<file path="config.mk">
export PLATFORM = sky130hd
export DESIGN_NAME = pip_div
export DESIGN_NICKNAME = d
export VERILOG_FILES = /design/src/design/pip_pkg.sv /design/src/design/pip_div.sv
export SDC_FILE = /design/constraint.sdc
export NUM_CORES = 1
export LEC_CHECK = 0
export BUFFER_PORTS_ARGS = -buffer_cell sky130_fd_sc_hd__buf_2
export CAP_MARGIN = 15
export CORE_ASPECT_RATIO = 0.8
export CORE_MARGIN = 3
export CORE_UTILIZATION = 56
export CTS_CLUSTER_DIAMETER = 150
export DETAILED_ROUTE_END_ITERATION = 10
export PLACE_DENSITY_LB_ADDON = 0.2
export SYNTH_ARGS = -nofsm -noshare
export SYNTH_HDL_FRONTEND = slang
export SYNTH_SLANG_ARGS = --single-unit
</file>
<file path="constraint.sdc">
create_clock -name clk -period 6.1 [get_ports clk]
set_input_delay 0.305 -clock clk [delete_from_list [all_inputs] [get_ports clk]]
set_output_delay 0.305 -clock clk [all_outputs]
set_load 0.01 [all_outputs]
</file>
<file path="src/design/pip_pkg.sv">
// Shared types and constants for the point-in-polygon test block.
// Used by pip_div and point_in_polygon_test; depends on nothing else.
package pip_pkg;

    // Vertex table size and derived widths
    localparam int MAX_VERTICES = 64;
    localparam int IDX_W        = $clog2(MAX_VERTICES);
    localparam int CNT_W        = 7;
    localparam int COORD_W      = 16;
    localparam int DIFF_W       = COORD_W + 1;
    localparam int PROD_W       = 2 * DIFF_W;

    // A polygon needs more vertices than this to be tested
    localparam int FEW_LIMIT = 2;

    // Action codes of an input word
    localparam logic ACT_WRITE = 1'b0;
    localparam logic ACT_TEST  = 1'b1;

    typedef struct packed {
        logic                      action;
        logic [5:0]                vertex_index;
        logic signed [COORD_W-1:0] coord_x;
        logic signed [COORD_W-1:0] coord_y;
    } in_word_t;

    typedef struct packed {
        logic inside_res;
        logic too_few_vertices;
    } out_word_t;

    // Divider status seen by the sequencer
    typedef struct packed {
        logic busy;
        logic done;
    } div_stat_t;

endpackage

</file>
<file path="src/design/pip_div.sv">
// Serial restoring divider for unsigned magnitudes, one quotient bit per cycle.
// Depends on pip_pkg for operand widths and the status struct.
module pip_div (
    input  logic                        clk,
    input  logic                        rst_n,
    input  logic                        start,
    input  logic [pip_pkg::PROD_W-1:0]  dividend,
    input  logic [pip_pkg::DIFF_W-1:0]  divisor,
    output logic [pip_pkg::PROD_W-1:0]  quotient,
    output pip_pkg::div_stat_t          stat
);
    import pip_pkg::*;

    localparam int STEP_W = $clog2(PROD_W);

    logic              busy_reg;
    logic              done_reg;
    logic [STEP_W-1:0] step_reg;
    logic [PROD_W-1:0] quot_reg;
    logic [DIFF_W-1:0] rem_reg;
    logic [DIFF_W-1:0] den_reg;
    logic [DIFF_W:0]   trial;
    logic              fits;

    // Shift the next dividend bit into the partial remainder and try the subtraction
    assign trial = {rem_reg, quot_reg[PROD_W-1]};
    assign fits  = trial >= {1'b0, den_reg};

    // Control: count the steps and pulse done after the last one
    always_ff @(posedge clk or negedge rst_n)
    begin
        if (!rst_n)
        begin
            busy_reg <= 1'b0;
            done_reg <= 1'b0;
            step_reg <= '0;
        end
        else
        begin
            done_reg <= 1'b0;
            if (start)
            begin
                busy_reg <= 1'b1;
                step_reg <= '0;
            end
            else if (busy_reg)
            begin
                step_reg <= step_reg + STEP_W'(1);
                if (step_reg == STEP_W'(PROD_W - 1))
                begin
                    busy_reg <= 1'b0;
                    done_reg <= 1'b1;
                end
            end
        end
    end

    // Datapath: load operands, then advance one quotient bit a cycle
    always_ff @(posedge clk)
    begin
        if (start)
        begin
            quot_reg <= dividend;
            den_reg  <= divisor;
            rem_reg  <= '0;
        end
        else if (busy_reg)
        begin
            if (fits)
            begin
                rem_reg  <= DIFF_W'(trial - {1'b0, den_reg});
                quot_reg <= {quot_reg[PROD_W-2:0], 1'b1};
            end
            else
            begin
                rem_reg  <= trial[DIFF_W-1:0];
                quot_reg <= {quot_reg[PROD_W-2:0], 1'b0};
            end
        end
    end

    assign quotient  = quot_reg;
    assign stat.busy = busy_reg;
    assign stat.done = done_reg;

endmodule

</file>
After elaboration in Yosys (flattened, before gate mapping):

Cells that the tools add are included.

* register bits after elaboration: 76
* output and inout bits: 36

* add/subtract/negate cells: 2
* order comparisons: 1
* eq/ne operators: 1
* muxes and demuxes: 12
* reductions and logical operators: 1

Operators by type and width (count)
* two-way mux 34 bit: 2
* >= comparator 18 x 17 -> 1 bit: 1
* two-way mux 17 bit: 1
* subtractor 17 bit: 1
* two-way mux 6 bit: 2
* two-way mux 1 bit: 7
* adder 6 x 1 -> 6 bit (second input constant): 1
* equality test 6 bit (second input constant): 1
* nonzero test 2 bit: 1

Depth between registers and ports, before layout:

Gate-level depths: netlist of the first run.

* depth in word-level cells: 4
* depth in mapped cells: 12
* mapped depth without buffers: 11

Worst setup path after synthesis of the first run:

No wires, ideal clock.

* path type: reg-to-reg
* from: register quot_reg[33], in the netlist quotient[33]
* to: register rem_reg[0]
* setup time: 86 ps
* arrival time: 2428 ps
* data required time: 6014 ps
* setup slack: 3586 ps
* cell stages (with the launch flop): 12
* buffers on the path: 0
* period minus slack after synthesis: 2514 ps
* cells stage by stage: edfxtp_1 > inv_1 > ha_1 > inv_1 > fa_1 > a21oi_1 > o211ai_1 > a21oi_2 > o21ai_2 > a21boi_4 > mux2_2 > a211oi_1

* word-level cells in the longest chain between the ends: 2

Ends and longest elaborated chain
* start, declared: RTL line pip_div.sv:19 `logic [PROD_W-1:0] quot_reg;`
* start signal, assigned: RTL line pip_div.sv:63 `quot_reg <= dividend;`
* start signal, assigned: RTL line pip_div.sv:72 `quot_reg <= {quot_reg[PROD_W-2:0], 1'b1};`
* start signal, assigned: RTL line pip_div.sv:77 `quot_reg <= {quot_reg[PROD_W-2:0], 1'b0};`
* subtractor 17 bit / >= comparator 18 x 17 -> 1 bit (equally long branches): RTL line pip_div.sv:71, pip_div.sv:27
* two-way mux 17 bit *: RTL line pip_div.sv:69 `if (fits)`
* end signal, assigned: RTL line pip_div.sv:71 `rem_reg <= DIFF_W'(trial - {1'b0, den_reg});`
* end signal, assigned: RTL line pip_div.sv:76 `rem_reg <= trial[DIFF_W-1:0];`
* end, declared: RTL line pip_div.sv:20 `logic [DIFF_W-1:0] rem_reg;`

Every way passes the cells marked *; elsewhere a longest branch is shown, timed or not.
A chain may end at the register's enable or synchronous reset.

Worst setup path in the final report of the first run:

Ends and elaborated chain as after synthesis.

==> impl_metrics.tcl, run 1 <==
set metrics [dict create \
    run_status "finished, final reports clean" \
    power.leakage_nw 2.06 \
    grt-ovfl-total 0 \
    tns_ns 0 \
    postSynth.asyncResetShare_pct 10.5 \
    cts.repair_timing.setup_buffer_count 0 \
    num-nets-final 506 \
    post-layout-total-power_mw 1.13 \
    wl_per_cell_um 15.2 \
    cp.buffers_inverters 2 \
    criticalPathCategory "register to register" \
    synth.distinct_cells 54 \
    drv_cap 0 \
    timing.critical_path.to_type "register" \
    maximum_level_of_the_cts_h_tree 3 \
    route.detailed.vias_per_inst 5.43 \
    largest_reg_flops 34 \
    seq_area_frac_synth_pct 51.9 \
    timing.hold.worst.start "divisor[4]" \
    top_layer_used "met4" \
    initial_antenna_violation_count 0 \
    critPathSlowestCell "sky130_fd_sc_hd__a21boi_4" \
    cts_root_buf "sky130_fd_sc_hd__clkbuf_8" \
    crit_chain "inv_1 -> ha_1 -> inv_1 -> fa_1 -> a21oi_1 -> o211ai_1 -> a21oi_2 -> o21ai_2 -> a21boi_4 -> mux2_2 -> a211oi_1" \
    yosys_register_bits 76 \
    synth_enable_flop_cells 51 \
    fp.coreArea_mm2 0.00664 \
    detail-route-antenna-nets 0 \
    clock_insertion_delay_worst_skew_ns 0.34 \
    setup.worst_path.start "quotient[33]" \
    die-width_um 100 \
    synth_cells 344 \
    timing.final.hold_violations 0 \
    synth_fp_nets 418 \
    m1WireLength_mm 3.69 \
    timing.final.crit_period_ns 3.14 \
    powerDensity_mw_per_mm2 242 \
    detailroute.via_count 2828 \
    grt_setup_unrepaired "false" \
    setup-violations-final 0 \
    rr_startpoint "quotient[33]" \
    fin_crit_sh_pct 51.5 \
    post-route-drc-count 0 \
    critical_path.max_stage_delay_ns 0.60 \
    pre_cts_slack_ns 3.01 \
    synthFlopType "sky130_fd_sc_hd__edfxtp_1" \
    crit_required_ns 6.36 \
    max_clock_freq_ghz 0.318 \
    final_layout_size_suffix_gt1_share_pct 34.1 \
    boundaryPins 90 \
    clk_transition_reported_paths_ns 0.08 \
    synth_warnings 0 \
    filler_cell_count 514 \
    cts_max_path_buffers 2 \
    ff_latch_area_mm2 0.00207 \
    synth_area_leader_cell "sky130_fd_sc_hd__edfxtp_1" \
    met2WireLength_mm 3.53 \
    std_cell_rows 26 \
    relSlewSlack_pct 39.2 \
    drt_first_iter_violations 184 \
    crit_arrival_ns 3.40 \
    critical_path.most_common_cell "sky130_fd_sc_hd__inv_1" \
    postLayoutSetupSlackWorst_ns 2.96 \
    netlist.area_leader.share_pct 38.4 \
    maximum_number_of_pins_on_one_net_before_global_route_repair 70 \
    worst-r2r-setup-slack_ns 2.96 \
    dp.final_hpwl_mm 5.66 \
    netlist_top_cells_area "sky130_fd_sc_hd__edfxtp_1, sky130_fd_sc_hd__mux2_2, sky130_fd_sc_hd__dfxtp_1" \
    synth_top_cells_by_count "sky130_fd_sc_hd__edfxtp_1, sky130_fd_sc_hd__mux2_2, sky130_fd_sc_hd__nor2_1" \
    grt_pass1_vias 2751 \
    design.die.area_mm2 0.00819 \
    layout-area-overhead-vs-synth_pct 16.8 \
    drt_first_pass_iters 4 \
    final-max-slew-violation-count 0 \
    drt_wl_total_mm 7.93 \
    detailed_place.area_mm2 0.00448 \
    timing.critical_path.max_delay_family "compound AO/OA/AOI/OAI gates" \
    detailroute.wirelength.met3_um 620 \
    multi_input_area_mm2 0.00176 \
    final_cell_area_mm2 0.00466 \
    grt_pass1_wl_mm 13.3 \
    final.setup_skew_ns 0.00703 \
    track_usage_pct 21.0 \
    cp_max_fo 24 \
    setup.worst_path.start_class "register" \
    die_height_um 81.5 \
    worstMarginPinSlew_ns 0.912 \
    ir_worst_vdd_v 0.000134 \
    syn-mean-instance-area_um2 11.6 \
    antennaDiodeCount 0 \
    synthMostInstantiatedCell "sky130_fd_sc_hd__edfxtp_1" \
    io_buffers 89 \
    routabilityCongestion 0.925 \
    cts_tree "built" \
    clock_sink_count 76 \
    tritoncts.num_buffers 9 \
    mappedNetlistArea_mm2 0.00399 \
    hold_path_class "input pin to register" \
    floorplan.initialDensity_pct 60.2 \
]
cell families (layout without fill, tap and decap cells):
kind of cell / count (synthesis) / count (layout) / synth area share (%)
AND/OR/NAND/NOR: 79 / 79 / 10.0
flip-flops: 76 / 76 / 51.9
AO/OA/AOI/OAI: 70 / 70 / 11.9
multiplexers: 43 / 43 / 11.8
buffers and inverters: 39 / 132 / 4.11
adder cells (fa/ha/maj): 20 / 20 / 6.46
XOR/XNOR: 17 / 17 / 3.73
worst register-to-register path: cells and delay by family, from the launching register on:
| family | cells | cell delay, ns |
|---|---|---|
| compound gates | 6 | 1.48 |
| fa+ha+maj | 2 | 0.62 |
| buf+inv | 2 | 0.15 |
| flops | 1 | 0.41 |
| mux | 1 | 0.41 |
final timing paths:
path	to	cells after the start
min in group asynchronous	step_reg[2]	2
worst min-delay path	den_reg[4]	1
worst max register to register	rem_reg[0]	11
worst min register to register	rem_reg[16]	2
worst max-delay path	rem_reg[0]	11
max in group asynchronous	done_reg	2
metrics by stage:
| step | utilization [%] | std cells | hold WS [ns] |
|---|---|---|---|
| 2_1_floorplan | - | 344 | 0.00941 |
| 3_3_place_gp | 67.6 | 504 | 0.155 |
| 3_5_place_dp | 67.6 | 504 | 0.156 |
| 4_1_cts | 70.2 | 521 | 0.116 |
| 5_1_grt | 70.2 | 521 | 0.101 |
| 6_report | 70.2 | 521 | 0.131 |
metal layers:
metal  up-vias  track usage, %
met5         -               0
met4         0            7.27
met3        12            5.35
met2        96            32.7
met1      1284            28.7
li1       1436               -
cells in the final DEF, fill, tap and decap left out, types with 7 or more instances in the layout:
cell type and n:
sky130_fd_sc_hd__buf_2 89, sky130_fd_sc_hd__edfxtp_1 51, sky130_fd_sc_hd__mux2_2 34, sky130_fd_sc_hd__nor2_1 25, sky130_fd_sc_hd__inv_1 24, sky130_fd_sc_hd__ha_1 19, sky130_fd_sc_hd__nand2_1 17, sky130_fd_sc_hd__dfxtp_1 17
sky130_fd_sc_hd__o21ai_0 15, sky130_fd_sc_hd__a21oi_1 14, sky130_fd_sc_hd__xor2_1 10, sky130_fd_sc_hd__mux2i_1 9, sky130_fd_sc_hd__clkbuf_8 9, sky130_fd_sc_hd__a211oi_1 8, sky130_fd_sc_hd__dfrtp_1 8, sky130_fd_sc_hd__xnor2_1 7
where the power goes:
group,internal (mW),leakage (nW),switching (mW)
logic,0.0895,1.21,0.0969
clock network,0.149,0.0760,0.184
registers,0.592,0.770,0.0187
total,0.830,2.06,0.300
area by class of cell:
type | count | share of cell area (%)
flip-flops and latches | 76 | 44.4
inverters | 24 | 1.93
clock buffers | 11 | 2.82
well taps | 84 | 2.25
clock inverters | 5 | 0.778
multi-input cells | 229 | 37.7
repair buffers | 92 | 10.1
what timing repair did:
action,CTS,global route
hold buffers,1,0
hold endpoints to repair,8,0
setup endpoints to repair,0,0
gates resized for setup,0,0
Power figures use the tool's default switching activity.
==> run 2: changes to the inputs <==
--- a/config.mk
+++ b/config.mk
@@ -9,7 +9,7 @@
 export CAP_MARGIN = 15
 export CORE_ASPECT_RATIO = 0.8
 export CORE_MARGIN = 3
-export CORE_UTILIZATION = 56
+export CORE_UTILIZATION = 49
 export CTS_CLUSTER_DIAMETER = 150
 export DETAILED_ROUTE_END_ITERATION = 10
 export PLACE_DENSITY_LB_ADDON = 0.2
==> constraint.sdc (replaced) <==
create_clock -name clk -period 2.6 [get_ports clk]
set_input_delay 0.13 -clock clk [delete_from_list [all_inputs] [get_ports clk]]
set_output_delay 0.13 -clock clk [all_outputs]
set_load 0.01 [all_outputs]
==> run 2 against run 1 <==
Effect of this change: critical path depth is the same; routed wire length grew 5.5%; count of clock-buffer cells in the layout is the same; largest cell class unchanged; fmax grew 27%; combinational power grew to 2.5 times the previous value; critical endpoint unchanged; non-clock buffer count grew 21; power grew 150%; cell area grew 5.9%; register-to-register slack lost 2.8 ns; highest routed layer unchanged; utilization shrank 5.6 points; die area grew 13%; via count grew 5.4%.
==> impl_metrics.tcl, run 2 (same netlist as run 1, synthesis figures left out) <==
set metrics [dict create \
    run_status "finished, final reports clean" \
    globalRouteMet1Util_pct 26.4 \
    crit_required_ns 2.86 \
    hold_path_class "input pin to register" \
    timing.final.crit_period_ns 2.47 \
    fp.coreArea_mm2 0.00764 \
    rr_startpoint "quotient[33]" \
    grt_setup_unrepaired "true" \
    detailroute.via_count 2980 \
    io_buffers 89 \
    drt_first_pass_iters 4 \
    die-width_um 107 \
    postLayoutSetupSlackWorst_ns 0.125 \
    antennaDiodeCount 0 \
    relSlewSlack_pct 41.2 \
    timing.final.hold_violations 0 \
    die_height_um 86.7 \
    layout-area-overhead-vs-synth_pct 23.7 \
    max_clock_freq_ghz 0.404 \
    clock_insertion_delay_worst_skew_ns 0.34 \
    fin_crit_sh_pct 95.2 \
    r2r_cells 11 \
    drt_wl_total_mm 8.37 \
    ir_worst_vdd_v 0.000323 \
    dp.final_hpwl_mm 5.97 \
    maximum_number_of_pins_on_one_net_before_global_route_repair 69 \
    criticalPathCategory "register to register" \
    globalRouteMet3Util_pct 3.95 \
    wl_per_cell_um 14.9 \
    cp.buffers_inverters 2 \
    floorplan.initialDensity_pct 52.3 \
    groute.layer.met2.usage_pct 30.6 \
    boundaryPins 90 \
    std_cell_rows 28 \
    timing.critical_path.max_delay_family "compound AO/OA/AOI/OAI gates" \
    largest_reg_flops 34 \
    mostFrequentLayoutCell "sky130_fd_sc_hd__buf_2" \
    cts_tree "built" \
    drv_cap 0 \
    final_cells 563 \
    maximum_level_of_the_cts_h_tree 3 \
    layout.cells.most_common_list "sky130_fd_sc_hd__buf_2, sky130_fd_sc_hd__edfxtp_1, sky130_fd_sc_hd__mux2_2, sky130_fd_sc_hd__nor2_1, sky130_fd_sc_hd__inv_1" \
    critical_path_depth 11 \
    placed_cells_incl_taps 529 \
    post-route-drc-count 0 \
    final-max-slew-violation-count 0 \
    filler_cell_count 656 \
    num-nets-final 527 \
    crit_arrival_ns 2.73 \
    initial_antenna_violation_count 0 \
    grt-ovfl-total 0 \
    routabilityCongestion 0.912 \
    critical_path.max_stage_delay_ns 0.40 \
    cp_max_fo 3 \
    clk_transition_reported_paths_ns 0.08 \
    route.detailed.vias_per_inst 5.29 \
    crit_chain "inv_2 -> ha_2 -> inv_1 -> fa_2 -> a21oi_2 -> o211ai_1 -> a21oi_2 -> o21ai_2 -> a21boi_4 -> mux2_2 -> a211oi_1" \
    timing.hold.worst.start "dividend[14]" \
    detail-route-antenna-nets 0 \
    critPathSlowestCell "sky130_fd_sc_hd__edfxtp_1" \
    power.leakage_nw 2.17 \
    track_usage_pct 19.2 \
    tritoncts.num_buffers 9 \
    grt_pass1_vias 2914 \
    worstMarginPinSlew_ns 0.879 \
    cts_max_path_buffers 2 \
    cts_root_buf "sky130_fd_sc_hd__clkbuf_8" \
    hold_path_depth 2 \
    globalRoute.busiestLayer "met2" \
    setup.worst_path.start_class "register" \
    clock_sink_count 76 \
    pre_cts_slack_ns 0.00859 \
    critical_path.most_common_cell "sky130_fd_sc_hd__a21oi_2" \
    final.setup_skew_ns 0.00839 \
    drt_first_iter_violations 248 \
    setup.worst_path.start "quotient[33]" \
    final_layout_size_suffix_gt1_share_pct 34.3 \
    powerDensity_mw_per_mm2 561 \
    timing.critical_path.to_type "register" \
    design.die.area_mm2 0.00927 \
    grt_pass1_wl_mm 13.9 \
    setup-violations-final 0 \
]
## run 2: final timing paths
check	end	slack (ns)
min reg2reg	rem_reg[11]	0.50
max reg2reg	rem_reg[0]	0.13
min	quotient[14]	0.09
max in group asynchronous	step_reg[3]	2.27
max	rem_reg[0]	0.13
min in group asynchronous	step_reg[2]	0.16
## run 2: report_power, final
part	internal (mW)	leakage (nW)	total [mW]	switching, mW
Sequential	1.39	0.770	1.44	0.0454
Combinational	0.232	1.30	0.465	0.232
Clock	0.464	0.0967	0.872	0.409
## run 2: stage by stage
step / cell area [um2] / TNS, ns / total power, mW / util (%) / hold slack, ns
floorplan: 3990 / 0 / 1.74 / - / -0.166
global placement: 4550 / 0 / 1.89 / 59.6 / -0.0216
detailed placement: 4550 / 0 / 1.90 / 59.6 / -0.0188
CTS: 4930 / 0 / 2.81 / 64.5 / 0.0752
global route: 4940 / -0.250 / 2.92 / 64.7 / 0.0788
finish: 4940 / 0 / 2.77 / 64.7 / 0.0928
## run 2: layer usage
layer	part of all wire [%]	up-vias
met3	7.2	6
met2	46	102
li1	-	1480
met5	0	-
met1	46	1392
met4	0.84	0
## run 2: layout make-up
type / count / area (um2) / share of cell area (%)
multi-input combinational: 229 / 1770 / 35.7
tap: 105 / 131 / 2.66
clock buffer: 11 / 141 / 2.86
sequential: 76 / 2070 / 42.0
inverter: 24 / 90.1 / 1.82
clock inverter: 5 / 51.3 / 1.04
timing repair buffer: 113 / 687 / 13.9
## run 2: what timing repair did
item,CTS,global route
hold buffers,18,0
endpoints found under the setup margin,0,18
hold endpoints to repair,25,0
resized for setup,0,5
buffers inserted,0,0
==> run 3: changes to the inputs <==
--- a/config.mk
+++ b/config.mk
@@ -7,9 +7,11 @@
 export LEC_CHECK = 0
 export BUFFER_PORTS_ARGS = -buffer_cell sky130_fd_sc_hd__buf_2
 export CAP_MARGIN = 15
+export CELL_PAD_IN_SITES_DETAIL_PLACEMENT = 2
+export CELL_PAD_IN_SITES_GLOBAL_PLACEMENT = 2
 export CORE_ASPECT_RATIO = 0.8
 export CORE_MARGIN = 3
-export CORE_UTILIZATION = 49
+export CORE_UTILIZATION = 32
 export CTS_CLUSTER_DIAMETER = 150
 export DETAILED_ROUTE_END_ITERATION = 10
 export PLACE_DENSITY_LB_ADDON = 0.2
==> run 3 against run 2 <==
Effect of this change: the flow now finishes with violations (negative setup slack); cell count rose by 14%; routed wire length rose by 43%; register-to-register slack got worse by 0.14 ns; global-route usage fell by 2.1 points; power rose by 22%; worst hold slack got worse by 0.0022 ns; worst setup slack got worse by 0.14 ns; cell area rose by 9.1%; sequential power barely moved; critical path type unchanged; critical endpoint is now rem_reg[1]; clock power rose by 63%.
==> impl_metrics.tcl, run 3 (same netlist as run 1, synthesis figures left out) <==
set metrics [dict create \
    run_status "complete, but fails checks" \
    violated_checks "negative setup slack" \
    power.leakage_nw 2.36 \
    drt_first_pass_iters 4 \
    maximum_level_of_the_cts_h_tree 3 \
    cts_max_path_buffers 2 \
    wl_per_cell_um 18.7 \
    criticalPathCategory "register to register" \
    powerDensity_mw_per_mm2 630 \
    fin_crit_sh_pct 101 \
    num-nets-final 543 \
    setup-violations-final 1 \
    cts_tree "built" \
    hold_path_end "quotient[11]" \
    hold_path_depth 2 \
    worstMarginPinSlew_ns 0.721 \
    route.detailed.vias_per_inst 4.89 \
    drt_first_iter_violations 126 \
    drv_cap 0 \
    mostFrequentLayoutCell "sky130_fd_sc_hd__buf_2" \
    pre_cts_slack_ns -0.0439 \
    track_usage_pct 17.1 \
    clk_transition_reported_paths_ns 0.07 \
    layout-area-overhead-vs-synth_pct 34.9 \
    maximum_number_of_pins_on_one_net_before_global_route_repair 35 \
    filler_cell_count 1220 \
    boundaryPins 90 \
    max_clock_freq_ghz 0.382 \
    largest_reg_flops 34 \
    grt_pass1_vias 3322 \
    tritoncts.num_buffers 9 \
    grt_pass1_wl_mm 18.2 \
    clock_sink_count 76 \
    die_height_um 106 \
    grt-ovfl-total 0 \
    timing.hold.worst.start "dividend[11]" \
    final.setup_skew_ns 0.00872 \
    critPathSlowestCell "sky130_fd_sc_hd__edfxtp_1" \
    tns_ns -0.0159 \
    relSlewSlack_pct 51.8 \
    rr_startpoint "quotient[33]" \
    timing.critical_path.max_delay_family "compound AO/OA/AOI/OAI gates" \
    setup.worst_path.start_class "register" \
    cts_root_buf "sky130_fd_sc_hd__clkbuf_16" \
    placed_cells_incl_taps 594 \
    crit_arrival_ns 2.81 \
    timing.final.crit_period_ns 2.62 \
    cp_max_fo 6 \
    timing.final.hold_violations 0 \
    critical_path.max_stage_delay_ns 0.43 \
    ir_worst_vdd_v 0.000325 \
    dp.final_hpwl_mm 8.26 \
    antennaDiodeCount 0 \
    timing.critical_path.to_type "register" \
    hold_ws_ns 0.0906 \
    std_cell_rows 35 \
    final-max-slew-violation-count 0 \
    cp.buffers_inverters 4 \
    post-route-drc-count 0 \
    clock_insertion_delay_worst_skew_ns 0.34 \
    die-width_um 131 \
    initial_antenna_violation_count 0 \
    design.die.area_mm2 0.0139 \
    routabilityCongestion 0.731 \
    grt_setup_unrepaired "true" \
    layout.cells.most_common_list "sky130_fd_sc_hd__buf_2, sky130_fd_sc_hd__edfxtp_1, sky130_fd_sc_hd__mux2_2, sky130_fd_sc_hd__nor2_1, sky130_fd_sc_hd__inv_1" \
    drt_wl_total_mm 11.9 \
    final_layout_size_suffix_gt1_share_pct 39.2 \
    final_cell_area_mm2 0.00539 \
    crit-reg2reg-capture "rem_reg[1]" \
    floorplan.initialDensity_pct 33.6 \
    crit_chain "inv_2 -> ha_4 -> inv_2 -> fa_2 -> a21oi_2 -> o211ai_1 -> a21oi_2 -> o21ai_2 -> a21boi_4 -> buf_6 -> buf_12 -> mux2i_2 -> a211oi_1" \
    final_cells 640 \
    crit_required_ns 2.79 \
    detail-route-antenna-nets 0 \
    postLayoutSetupSlackWorst_ns -0.0159 \
    worst-r2r-setup-slack_ns -0.02 \
    r2r_cells 13 \
    io_buffers 89 \
    detailroute.via_count 3129 \
    hold_path_class "input pin to register" \
    fp.coreArea_mm2 0.0119 \
    detailed_place.area_mm2 0.00466 \
]
## run 3: changes by cell type in the layout (fill, tap and decap cells not counted), sizes merged
cell      change
bufinv        +1
clkinvlp      -1
buf          +15
inv           +1
## run 3: final cells by class
class	instances	area, um2	area share [%]
sequential	76	2070	38.5
multi-input combinational	229	1830	33.9
timing repair buffer	129	856	15.9
clock buffer	10	239	4.44
tap	166	208	3.86
clock inverter	6	95.1	1.76
inverter	24	90.1	1.67
## run 3: worst max path at each step
stage | start | endpoint | slack (ns) | depth (start not counted)
CTS | quotient[33] | rem_reg[15] | 0.003 | 12
global route | quotient[33] | rem_reg[1] | -0.21 | 13
global placement | quotient[33] | rem_reg[0] | 0.09 | 11
finish | quotient[33] | rem_reg[1] | -0.02 | 13
detailed placement | quotient[33] | rem_reg[0] | -0.04 | 11
floorplan | quotient[33] | rem_reg[0] | 0.09 | 11
## run 3: per-stage QoR
step	util [%]	total power [mW]
6_report	45.4	3.40
5_1_grt	45.4	3.55
4_1_cts	43.9	3.40
3_5_place_dp	39.3	1.94
3_3_place_gp	39.3	1.91
2_1_floorplan	-	1.74
## run 3: what timing repair did
item | 4_1_cts | 5_1_grt
hold buffers | 18 | 0
resized for setup | 2 | 28
endpoints found under the setup margin | 8 | 17
pin swaps | 2 | 16
gates cloned | 1 | 1
buffers inserted | 0 | 10
endpoints found under the hold margin | 25 | 0
## run 3: power by group
part / internal, mW / leakage [nW] / switching [mW]
Clock: 0.876 / 0.163 / 0.541
Sequential: 1.39 / 0.770 / 0.0531
Combinational: 0.263 / 1.42 / 0.270
Total: 2.53 / 2.36 / 0.864
## run 3: per-layer routing
layer / vias up / track usage, % / wire length (um) / part of all wire [%]
met5: - / 0 / 0 / 0
li1: 1518 / - / - / -
met4: 0 / 4.33 / 146 / 1.2
met3: 13 / 4.07 / 415 / 3.5
met2: 59 / 27.9 / 5900 / 49
met1: 1539 / 22.8 / 5480 / 46
